==> config.mk <==
export PLATFORM = sky130hd
export DESIGN_NAME = playfair_digraph_encrypt_unit
export DESIGN_NICKNAME = d
export VERILOG_FILES = /design/src/pfe_pkg.sv /design/src/pfe_store.sv /design/src/pfe_lane.sv /design/src/pfe_merge.sv /design/src/playfair_digraph_encrypt_unit.sv
export SDC_FILE = /design/constraint.sdc
export NUM_CORES = 1
export LEC_CHECK = 0
export BUFFER_PORTS_ARGS = -buffer_cell sky130_fd_sc_hd__buf_2
export CORE_ASPECT_RATIO = 1.75
export CORE_UTILIZATION = 45
export DETAILED_ROUTE_END_ITERATION = 12
export PLACE_DENSITY = 0.67
export SYNTH_ARGS = -nofsm -noshare
export SYNTH_HDL_FRONTEND = slang
export SYNTH_SLANG_ARGS = --single-unit
==> constraint.sdc <==
create_clock -name clk -period 8 [get_ports clk]
set_input_delay 1.6 -clock clk [delete_from_list [all_inputs] [get_ports clk]]
set_output_delay 1.6 -clock clk [all_outputs]
set_load 0.02 [all_outputs]
==> src/pfe_pkg.sv <==
// ----------------------------------------------------------------------------
// pfe_pkg - shared types and constants for the playfair digraph encryptor
// letter codes, key square geometry, operation codes, state codes and the
// structs passed between the store, the lanes and the merge stage
// ----------------------------------------------------------------------------
package pfe_pkg;

	// letter coding: 0 = a through 25 = z
	localparam int LETTER_W = 5;
	localparam int ALPHABET = 26;
	localparam logic [LETTER_W-1:0] LETTER_I = 5'd8;
	localparam logic [LETTER_W-1:0] LETTER_J = 5'd9;
	localparam logic [LETTER_W-1:0] LETTER_LAST = 5'(ALPHABET - 1);

	// key square geometry
	localparam int GRID_SIDE = 5;
	localparam int CELLS = GRID_SIDE * GRID_SIDE;
	localparam int POS_W = $clog2(CELLS);
	localparam int COORD_W = $clog2(GRID_SIDE);

	// operation codes
	typedef enum logic [1:0] {
		OP_CLEAR = 2'd0,
		OP_KEY   = 2'd1,
		OP_PAIR  = 2'd2
	} op_t;

	// controller states
	typedef enum logic [2:0] {
		ST_IDLE,
		ST_FILL,
		ST_LOOK,
		ST_CALC,
		ST_OUT
	} state_t;

	// one write into the key square and the position table
	typedef struct packed {
		logic                en;
		logic [LETTER_W-1:0] letter;
		logic [POS_W-1:0]    pos;
	} store_wr_t;

	// what one lane finds about its letter's position
	typedef struct packed {
		logic [COORD_W-1:0] row;
		logic [COORD_W-1:0] col;
		logic [POS_W-1:0]   base;
		logic [POS_W-1:0]   right;
		logic [POS_W-1:0]   down;
	} lane_info_t;

endpackage

==> src/pfe_store.sv <==
// ----------------------------------------------------------------------------
// pfe_store - key square and letter position memories
// one write port shared by both tables, two registered read ports on each
// ----------------------------------------------------------------------------
module pfe_store (
	input  logic                             clk,
	input  pfe_pkg::store_wr_t               wr,
	input  logic [pfe_pkg::LETTER_W-1:0]     place_rd_a,
	input  logic [pfe_pkg::LETTER_W-1:0]     place_rd_b,
	input  logic [pfe_pkg::POS_W-1:0]        sq_rd_a,
	input  logic [pfe_pkg::POS_W-1:0]        sq_rd_b,
	output logic [pfe_pkg::POS_W-1:0]        place_a_q,
	output logic [pfe_pkg::POS_W-1:0]        place_b_q,
	output logic [pfe_pkg::LETTER_W-1:0]     sq_a_q,
	output logic [pfe_pkg::LETTER_W-1:0]     sq_b_q
);

	logic [pfe_pkg::LETTER_W-1:0] square_mem [pfe_pkg::CELLS];
	logic [pfe_pkg::POS_W-1:0]    place_mem  [pfe_pkg::ALPHABET];

	// letter goes to the next free cell, its position is recorded
	always_ff @(posedge clk) begin
		if (wr.en) begin
			square_mem[wr.pos] <= wr.letter;
			place_mem[wr.letter] <= wr.pos;
		end
	end

	// registered reads
	always_ff @(posedge clk) begin
		place_a_q <= place_mem[place_rd_a];
		place_b_q <= place_mem[place_rd_b];
		sq_a_q <= square_mem[sq_rd_a];
		sq_b_q <= square_mem[sq_rd_b];
	end

endmodule

==> src/pfe_lane.sv <==
// ----------------------------------------------------------------------------
// pfe_lane - position decode for one letter of the pair
// splits a square position into row and column and forms the wrapped
// neighbor positions to the right and below
// ----------------------------------------------------------------------------
module pfe_lane (
	input  logic [pfe_pkg::POS_W-1:0] pos,
	output pfe_pkg::lane_info_t       info
);

	// row search over the row start positions
	always_comb begin
		logic [pfe_pkg::POS_W-1:0]   base;
		logic [pfe_pkg::COORD_W-1:0] row;
		logic [pfe_pkg::COORD_W-1:0] col;
		base = '0;
		row = '0;
		for (int r = 0; r < pfe_pkg::GRID_SIDE; r++) begin
			if (pos >= pfe_pkg::POS_W'(r * pfe_pkg::GRID_SIDE)) begin
				base = pfe_pkg::POS_W'(r * pfe_pkg::GRID_SIDE);
				row = pfe_pkg::COORD_W'(r);
			end
		end
		col = pfe_pkg::COORD_W'(pos - base);

		info.row = row;
		info.col = col;
		info.base = base;
		// wrap to the start of the row
		if (col == pfe_pkg::COORD_W'(pfe_pkg::GRID_SIDE - 1))
			info.right = base;
		else
			info.right = pos + pfe_pkg::POS_W'(1);
		// wrap to the top of the column
		if (row == pfe_pkg::COORD_W'(pfe_pkg::GRID_SIDE - 1))
			info.down = pfe_pkg::POS_W'(col);
		else
			info.down = pos + pfe_pkg::POS_W'(pfe_pkg::GRID_SIDE);
	end

endmodule

==> src/pfe_merge.sv <==
// ----------------------------------------------------------------------------
// pfe_merge - combines the two lanes into the ciphertext cell positions
// same row shifts right, same column shifts down, else rectangle corners
// ----------------------------------------------------------------------------
module pfe_merge (
	input  pfe_pkg::lane_info_t       lane_a,
	input  pfe_pkg::lane_info_t       lane_b,
	output logic [pfe_pkg::POS_W-1:0] pos_x,
	output logic [pfe_pkg::POS_W-1:0] pos_y
);

	// rule selection
	always_comb begin
		if (lane_a.row == lane_b.row) begin
			pos_x = lane_a.right;
			pos_y = lane_b.right;
		end else if (lane_a.col == lane_b.col) begin
			pos_x = lane_a.down;
			pos_y = lane_b.down;
		end else begin
			pos_x = lane_a.base + pfe_pkg::POS_W'(lane_b.col);
			pos_y = lane_b.base + pfe_pkg::POS_W'(lane_a.col);
		end
	end

endmodule

==> src/playfair_digraph_encrypt_unit.sv <==
// ----------------------------------------------------------------------------
// playfair_digraph_encrypt_unit - playfair encryption with a 5x5 key square
// clear and key transactions are taken while idle; a pair on a complete square
// passes position read, square read and output load before its result shows,
// and the next transaction waits for the output load. the first pair after a
// clear adds an alphabet walk that completes the square, one letter a cycle.
// reset clears the control state; square contents are undefined until built.
// ----------------------------------------------------------------------------
module playfair_digraph_encrypt_unit (
	input  logic                         clk,
	input  logic                         arst_n,
	input  logic                         in_valid,
	output logic                         in_stall,
	input  logic [1:0]                   operation,
	input  logic [pfe_pkg::LETTER_W-1:0] letter_one,
	input  logic [pfe_pkg::LETTER_W-1:0] letter_two,
	output logic                         out_valid,
	input  logic                         out_stall,
	output logic [pfe_pkg::LETTER_W-1:0] cipher_one,
	output logic [pfe_pkg::LETTER_W-1:0] cipher_two
);

	pfe_pkg::state_t state_q, state_nxt;

	logic [pfe_pkg::ALPHABET-1:0] used_q;
	logic [pfe_pkg::POS_W-1:0]    fill_q;
	logic                         complete_q;
	logic [pfe_pkg::LETTER_W-1:0] walk_q;
	logic [pfe_pkg::LETTER_W-1:0] a_q, b_q;
	logic                         pair_ok_q;
	logic                         out_valid_q;
	logic [pfe_pkg::LETTER_W-1:0] cipher_one_q, cipher_two_q;

	logic                         accept;
	logic                         out_load;
	logic                         a_ok, b_ok;
	logic [pfe_pkg::LETTER_W-1:0] a_in, b_in;
	logic [pfe_pkg::LETTER_W-1:0] cand_letter;
	logic                         cand_ok;
	logic                         key_write;
	pfe_pkg::store_wr_t           wr;
	logic [pfe_pkg::LETTER_W-1:0] place_rd_a, place_rd_b;
	logic [pfe_pkg::POS_W-1:0]    place_a, place_b;
	logic [pfe_pkg::POS_W-1:0]    pos_x, pos_y;
	logic [pfe_pkg::LETTER_W-1:0] sq_a, sq_b;
	pfe_pkg::lane_info_t          lane_a, lane_b;

	// input transaction and pair letter repair (j becomes i)
	assign accept = in_valid && !in_stall;
	assign a_ok = letter_one <= pfe_pkg::LETTER_LAST;
	assign b_ok = letter_two <= pfe_pkg::LETTER_LAST;
	assign a_in = (letter_one == pfe_pkg::LETTER_J) ? pfe_pkg::LETTER_I : letter_one;
	assign b_in = (letter_two == pfe_pkg::LETTER_J) ? pfe_pkg::LETTER_I : letter_two;

	// position read straight from the ports when idle, from the held pair after
	assign place_rd_a = (state_q == pfe_pkg::ST_IDLE) ? (a_ok ? a_in : '0) : a_q;
	assign place_rd_b = (state_q == pfe_pkg::ST_IDLE) ? (b_ok ? b_in : '0) : b_q;

	// candidate letter for the square: key letter or alphabet walk
	assign cand_letter = (state_q == pfe_pkg::ST_FILL) ? walk_q : letter_one;
	assign cand_ok = (cand_letter <= pfe_pkg::LETTER_LAST)
		&& (cand_letter != pfe_pkg::LETTER_J)
		&& !used_q[cand_letter]
		&& (fill_q < pfe_pkg::POS_W'(pfe_pkg::CELLS));
	assign key_write = accept && (operation == pfe_pkg::OP_KEY) && !complete_q;
	assign wr.en = cand_ok && ((state_q == pfe_pkg::ST_FILL) || key_write);
	assign wr.letter = cand_letter;
	assign wr.pos = fill_q;

	pfe_store u_store (
		.clk        (clk),
		.wr         (wr),
		.place_rd_a (place_rd_a),
		.place_rd_b (place_rd_b),
		.sq_rd_a    (pos_x),
		.sq_rd_b    (pos_y),
		.place_a_q  (place_a),
		.place_b_q  (place_b),
		.sq_a_q     (sq_a),
		.sq_b_q     (sq_b)
	);

	// one lane per letter of the pair
	pfe_lane u_lane_a (
		.pos  (place_a),
		.info (lane_a)
	);

	pfe_lane u_lane_b (
		.pos  (place_b),
		.info (lane_b)
	);

	pfe_merge u_merge (
		.lane_a (lane_a),
		.lane_b (lane_b),
		.pos_x  (pos_x),
		.pos_y  (pos_y)
	);

	// state register
	always_ff @(posedge clk or negedge arst_n) begin
		if (!arst_n) begin
			state_q <= pfe_pkg::ST_IDLE;
		end else begin
			state_q <= state_nxt;
		end
	end

	// next state and handshake outputs
	always_comb begin
		state_nxt = state_q;
		in_stall = 1'b1;
		out_load = 1'b0;
		case (state_q)
			pfe_pkg::ST_IDLE: begin
				in_stall = 1'b0;
				if (accept && (operation == pfe_pkg::OP_PAIR)) begin
					if (!complete_q)
						state_nxt = pfe_pkg::ST_FILL;
					else if (a_ok && b_ok)
						state_nxt = pfe_pkg::ST_CALC;
				end
			end
			pfe_pkg::ST_FILL: begin
				if (walk_q == pfe_pkg::LETTER_LAST)
					state_nxt = pair_ok_q ? pfe_pkg::ST_LOOK : pfe_pkg::ST_IDLE;
			end
			pfe_pkg::ST_LOOK: begin
				state_nxt = pfe_pkg::ST_CALC;
			end
			pfe_pkg::ST_CALC: begin
				state_nxt = pfe_pkg::ST_OUT;
			end
			pfe_pkg::ST_OUT: begin
				if (!out_valid_q || !out_stall) begin
					out_load = 1'b1;
					state_nxt = pfe_pkg::ST_IDLE;
				end
			end
			default: begin
				state_nxt = pfe_pkg::ST_IDLE;
			end
		endcase
	end

	// square bookkeeping: used letters, fill count, completion
	always_ff @(posedge clk or negedge arst_n) begin
		if (!arst_n) begin
			used_q <= '0;
			fill_q <= '0;
			complete_q <= 1'b0;
			walk_q <= '0;
		end else begin
			if (accept && (operation == pfe_pkg::OP_CLEAR)) begin
				used_q <= '0;
				fill_q <= '0;
				complete_q <= 1'b0;
			end else if (wr.en) begin
				used_q[wr.letter] <= 1'b1;
				fill_q <= fill_q + pfe_pkg::POS_W'(1);
			end
			if (state_q == pfe_pkg::ST_FILL) begin
				walk_q <= walk_q + pfe_pkg::LETTER_W'(1);
				if (walk_q == pfe_pkg::LETTER_LAST)
					complete_q <= 1'b1;
			end else begin
				walk_q <= '0;
			end
		end
	end

	// held pair letters
	always_ff @(posedge clk or negedge arst_n) begin
		if (!arst_n) begin
			pair_ok_q <= 1'b0;
		end else if (accept && (operation == pfe_pkg::OP_PAIR)) begin
			pair_ok_q <= a_ok && b_ok;
		end
	end

	always_ff @(posedge clk) begin
		if (accept && (operation == pfe_pkg::OP_PAIR)) begin
			a_q <= a_in;
			b_q <= b_in;
		end
	end

	// output register
	always_ff @(posedge clk or negedge arst_n) begin
		if (!arst_n) begin
			out_valid_q <= 1'b0;
		end else if (out_load) begin
			out_valid_q <= 1'b1;
		end else if (!out_stall) begin
			out_valid_q <= 1'b0;
		end
	end

	always_ff @(posedge clk) begin
		if (out_load) begin
			cipher_one_q <= sq_a;
			cipher_two_q <= sq_b;
		end
	end

	assign out_valid = out_valid_q;
	assign cipher_one = cipher_one_q;
	assign cipher_two = cipher_two_q;

	// a result only appears from the output state
	assert property (@(posedge clk) disable iff (!arst_n)
		$rose(out_valid_q) |-> $past(state_q == pfe_pkg::ST_OUT))
		else $error("result without a finished pair lookup");

	// a complete square holds exactly one letter per cell
	assert property (@(posedge clk) disable iff (!arst_n)
		complete_q |-> (fill_q == pfe_pkg::POS_W'(pfe_pkg::CELLS)))
		else $error("square marked complete with wrong fill count");

	// the fill count never runs past the square
	assert property (@(posedge clk) disable iff (!arst_n)
		fill_q <= pfe_pkg::POS_W'(pfe_pkg::CELLS))
		else $error("fill count past the square");

	// j never leaves the block as ciphertext
	assert property (@(posedge clk) disable iff (!arst_n)
		out_valid_q |-> (cipher_one_q != pfe_pkg::LETTER_J) && (cipher_two_q != pfe_pkg::LETTER_J))
		else $error("ciphertext holds the letter j");

endmodule

==> results.json, run 1 <==
{
  "top_layer": "met4",
  "clock_latency_ps": 600,
  "nets": 1545,
  "clock-sinks": 336,
  "period_minus_slack_ps": 6460,
  "setup_viol": 0,
  "first_global_vias": 12800,
  "ff_latch_area_um2": 9680,
  "fin_worst_skew_ps": 30.1,
  "synth.cells.most_frequent": "edfxtp_1, nand2_1, nor2_1, mux2i_1, a21oi_1",
  "die_h_um": 263,
  "path_class": "register to register",
  "synth.most_common_cell": "edfxtp_1",
  "cts_root_buf": "clkbuf_16",
  "cts_tree": "yes",
  "antenna_found_initial": 0,
  "max_freq_mhz": 155,
  "end_kind": "register",
  "arrival_ps": 6960,
  "grt_pass1_wl_um": 76600,
  "die_area_um2": 39800,
  "antenna_cells": 0,
  "routabilityCongestion": 0.996,
  "critPathLaunchType": "register",
  "layout-drive-gt1-share_pct": 12.6,
  "slew_violations": 0,
  "core-area_um2": 38400,
  "grt.overflow.total": 0,
  "rsz0062_at_grt": "no",
  "place.port_buffers": 27,
  "numCtsBuffers": 30,
  "firstDrtPassIters": 6,
  "synth-seq-cells": 336,
  "clk_pin_slew_ps": 70,
  "yosysWarnings": 0,
  "synth.yosys.seq_area_share_pct": 55.2,
  "yosysTopAreaCellShare_pct": 47.0,
  "timing.slew.headroom_pct": 18.1,
  "setup_tns_ps": 0,
  "r2r_cells": 22,
  "drc": 0,
  "wl_met3_um": 2490,
  "async_flop_share_pct": 12.2,
  "min_period_over_period_pct": 80.8,
  "multi_input_area_um2": 7320,
  "synth.area.top_cells": "edfxtp_1, dfrtp_1, mux2i_1",
  "io_pins": 28,
  "syn_to_final_growth_pct": 9.22,
  "htree_num_levels": 1,
  "start_util_pct": 45.7,
  "grt_usage_pct": 26.2,
  "crit-reg2reg-capture": "u_store.sq_a_q[2]",
  "dpl-instance-area_um2": 18100,
  "syn_avg_cell_area_um2": 11.6,
  "whs_ps": 405,
  "stdcell_area_um2": 19200,
  "synth-edff-count": 275,
  "yosys_most_used_dff": "edfxtp_1",
  "netlist_instances": 1512,
  "postRouteAntennaNets": 0,
  "placementRows": 95,
  "num_vias": 12800,
  "status": "finished clean",
  "grt_max_degree": 66,
  "wl_met2_um": 28000,
  "finalNonFillerCells": 2012,
  "netlist_area_um2": 17600,
  "hp-class": "register to register",
  "worstPathRequired_ps": 8490,
  "viasPerCell": 6.38,
  "die_w_um": 151,
  "yosys.area.top_type": "edfxtp_1",
  "ff2ff_setup_slack_ps": 1540,
  "drt_iter0_drc": 1114,
  "clock_path_buffers": 3,
  "cp_max_fo": 36,
  "drt_wl_total_um": 51600,
  "post_cts_buffers": 0,
  "hold_viol": 0,
  "dp_cells": 1956,
  "max_cap_viol_count": 0,
  "n_fill_cell": 3349,
  "yosysUniqueCellTypes": 96,
  "min-delay-start": "u_store.sq_b_q[0]",
  "place_hpwl_um": 36500,
  "min_to": "cipher_two[0]",
  "met1_length_um": 16800,
  "cts_resized": 0,
  "tightest_slew_ps": 1220,
  "ctsHoldBuffers": 0,
  "wl_per_cell_um": 25.7,
  "rr_startpoint": "u_store.place_a_q[0]",
  "hold_depth": 0
}
==> layout make-up <==
type,count,area share (%)
Sequential cell,336,50.5
Multi-Input combinational cell,1042,38.2
Clock buffer,41,4.46
Tap cell,485,3.16
Timing Repair Buffer,56,1.84
Clock inverter,15,1.13
Inverter,37,0.724
==> sequential cells by signal, indices dropped and copies added, names as in the netlist, 3 cells and up <==
signal              cells
u_store.square_mem    125
a_q                     5
u_store.place_b_q       5
state_q                 3
u_store.sq_b_q          5
b_q                     5
used_q                 25
u_store.place_a_q       5
cipher_one              5
cipher_two              5
fill_q                  5
u_store.sq_a_q          5
walk_q                  5
u_store.place_mem     130
==> critical path, cell delays in order (launching register included) <==
cell	delay, ps
dfxtp_1	430
ha_1	340
and3_1	210
ha_1	220
nor2_2	250
o21ai_0	140
a21oi_1	520
nor2b_1	180
ha_1	220
inv_1	70
fa_1	520
xnor2_1	240
nand2_1	190
a2111oi_4	420
nor3_1	100
o21ai_0	210
buf_4	210
and2_2	740
buf_4	360
mux2i_1	230
mux2i_1	110
o221a_2	290
and4_1	160
==> routing by layer <==
metal	GRT usage, %	vias up
li1	-	5727
met1	26.4	6366
met2	47.9	554
met3	2.89	186
met4	20.1	0
met5	0	-
==> cells by family (layout without fill, tap and decap cells) <==
group                      Yosys count  after routing  synth area share (%)
and+or+nand+nor                    475            475                  12.5
AOI/OAI and AO/OA                  365            365                  14.8
DFF                                336            336                  55.2
muxes                              150            150                  10.9
buffers and inverters              138            149                  3.54
adders and majority gates           26             26                  2.02
xor gates and xnor gates            21             21                  1.05
other                                1              5                0.0214
==> worst max-delay path by stage <==
stage                               from                 to  slack (ps)
floorplan           u_store.place_a_q[2]  u_store.sq_b_q[2]        2870
global placement    u_store.place_a_q[0]  u_store.sq_a_q[2]        1690
detailed placement  u_store.place_a_q[0]  u_store.sq_a_q[2]        1580
CTS                 u_store.place_a_q[0]  u_store.sq_a_q[2]        1610
global route        u_store.place_a_q[0]  u_store.sq_a_q[2]        1100
finish              u_store.place_a_q[0]  u_store.sq_a_q[2]        1540
==> cell usage in the layout (no fill, tap or decap), types with 34 or more instances in the layout <==
cell type	synthesis	routed
edfxtp_1	275	275
nand2_1	199	199
nor2_1	109	109
mux2i_1	93	93
a21oi_1	70	65
a211oi_1	60	60
nand3_1	53	53
o21ai_0	42	42
and3_1	42	42
dfrtp_1	41	41
inv_1	34	34
==> stage by stage <==
step / setup slack, ps / util (%)
2_1_floorplan: 2870 / -
3_3_place_gp: 1690 / 47.2
3_5_place_dp: 1580 / 47.2
4_1_cts: 1610 / 49.9
5_1_grt: 1100 / 49.9
6_report: 1540 / 49.9
Power of run 1 is left out: the tool's default activity adds up to more than one toggle a clock period on the data nets, which glitch-free logic cannot reach.
==> inputs of run 2 (changes only) <==
- ABC_AREA: unset -> 1
- clock period: 8 -> 6.76 ns (I/O delays scaled with it)
==> run 2 against run 1 <==
  * Sequential share of layout area down 1.6 points
  * Clock skew down 19 ps
  * Critical path depth up 4
  * Global-route usage up 1.2 points
  * Critical endpoint is now u_store.sq_a_q[1]
==> results.json, run 2 <==
{
  "grt_max_degree": 85,
  "hold_viol": 0,
  "cts_root_buf": "clkbuf_16",
  "num_vias": 15400,
  "async_flop_share_pct": 12.5,
  "synth.cells.most_frequent": "nand3_1, nand2_1, edfxtp_1, inv_1, nor2_1",
  "synth.most_common_cell": "nand3_1",
  "die_h_um": 268,
  "yosysWarnings": 0,
  "die_w_um": 154,
  "regMostFlops": "u_store.place_mem",
  "wl_per_cell_um": 21.9,
  "cts_tree": "yes",
  "end_kind": "register",
  "yosysTopAreaCellShare_pct": 45.4,
  "htree_num_levels": 1,
  "yosys.area.top_type": "edfxtp_1",
  "layout-drive-gt1-share_pct": 8.89,
  "grt_usage_pct": 27.5,
  "path_class": "register to register",
  "clock_latency_ps": 580,
  "cts_resized": 0,
  "placementRows": 97,
  "hp-class": "register to register",
  "cpMostUsedCell": "nand2_1",
  "core-area_um2": 39900,
  "biggestRegsByFlops": "u_store.place_mem x130, u_store.square_mem x125, used_q x26",
  "nets": 2123,
  "antenna_found_initial": 0,
  "grt.overflow.total": 0,
  "timing.slew.headroom_pct": 24.2,
  "clk_pin_slew_ps": 70,
  "tightest_slew_ps": 1140,
  "setup_tns_ps": 0,
  "rsz0062_at_grt": "no",
  "max_freq_mhz": 179,
  "min_period_over_period_pct": 82.5,
  "final_common_cell": "nand3_1",
  "clock-sinks": 337,
  "slew_violations": 0,
  "antenna_cells": 0,
  "cp_max_fo": 52,
  "period_minus_slack_ps": 5580,
  "status": "finished clean",
  "drt_wl_total_um": 56800,
  "arrival_ps": 6050,
  "drc": 0,
  "stdcell_area_um2": 19800,
  "fin_worst_skew_ps": 11.2,
  "synth-edff-count": 275,
  "netlist_area_um2": 18200,
  "place.port_buffers": 27,
  "yosysUniqueCellTypes": 49,
  "syn_to_final_growth_pct": 9.12,
  "io_pins": 28,
  "viasPerCell": 5.93,
  "post_cts_buffers": 0,
  "numCtsBuffers": 31,
  "ctsHoldBuffers": 0,
  "grt_pass1_wl_um": 85400,
  "worstPathRequired_ps": 7230,
  "postRouteAntennaNets": 0,
  "synth.yosys.seq_area_share_pct": 53.4,
  "firstDrtPassIters": 9,
  "multi_input_area_um2": 6960,
  "dpl-instance-area_um2": 18700,
  "synth-seq-cells": 337,
  "n_fill_cell": 3694,
  "first_global_vias": 15000,
  "yosys_most_used_dff": "edfxtp_1",
  "drt_iter0_drc": 1487,
  "critPathLaunchType": "register",
  "largest_reg_flops": 130,
  "place_hpwl_um": 38800,
  "netlist_instances": 2093,
  "ff_latch_area_um2": 9710,
  "clock_path_buffers": 3,
  "synth.area.top_cells": "edfxtp_1, nand3_1, nand2_1",
  "max_cap_viol_count": 0,
  "cp_slowest_stage_delay_ps": 640,
  "layout_common_cells": "nand3_1, nand2_1, edfxtp_1",
  "syn_avg_cell_area_um2": 8.69,
  "setup_viol": 0,
  "start_util_pct": 45.5,
  "routabilityCongestion": 0.967,
  "die_area_um2": 41200,
  "cpMaxStageDelayCell": "nand2_4"
}
[run 2: final cells by class]
type	count	share of cell area, %
Sequential cell	337	48.9
Multi-Input combinational cell	1384	35.1
Inverter	267	5.05
Clock buffer	41	4.56
Tap cell	495	3.12
Timing Repair Buffer	60	1.93
Clock inverter	15	1.33
[run 2: critical path: cells and delay by family (launching register included)]
kind	cells	cell delay, ps
AND/OR/NAND/NOR	18	3230
adder cells (fa/ha/maj)	4	1100
AO/OA/AOI/OAI	1	420
flip-flops	1	390
buffers and inverters	3	270
[run 2: final timing paths]
path,startpoint,end,slack [ps],depth (start not counted)
setup / recovery,u_store.place_b_q[0],u_store.sq_a_q[1],1180,26
hold / removal,u_store.sq_b_q[3],cipher_two[3],410,0
setup reg to reg,u_store.place_b_q[0],u_store.sq_a_q[1],1180,26
hold reg to reg,u_store.sq_b_q[3],cipher_two[3],410,0
max in group asynchronous,arst_n,used_q[4],5460,2
min in group asynchronous,arst_n,state_q[1],840,2
[run 2: logic make-up after synthesis]
| family | count (synthesis) | share of synthesized area [%] |
|---|---|---|
| AND/OR/NAND/NOR | 1005 | 24.9 |
| buffers and inverters | 376 | 8.52 |
| flip-flops | 337 | 53.4 |
| AO/OA/AOI/OAI | 336 | 10.6 |
| adder cells (fa/ha/maj) | 26 | 1.95 |
| XOR/XNOR | 11 | 0.530 |
| other | 1 | 0.0206 |
| multiplexers | 1 | 0.0619 |
[run 2: per-layer routing]
| layer | up-vias | global-route usage, % | part of all wire [%] |
|---|---|---|---|
| li1 | 7094 | - | - |
| met1 | 7245 | 27.8 | 33 |
| met2 | 817 | 50.6 | 52 |
| met3 | 259 | 2.98 | 6.5 |
| met4 | 0 | 23.0 | 9.1 |
| met5 | - | 0 | 0 |
[run 2: metrics by stage]
stage                     utilization [%]  setup WS (ps)  std cells  hold slack [ps]
after floorplan                         -           2790       2097              386
after global placement               46.8           1440       2543              387
after detailed placement             46.8           1290       2543              389
after CTS                            49.7           1260       2599              405
after global routing                 49.7            718       2599              409
final                                49.7           1180       2599              406
Power of run 2 is left out for the same reason.
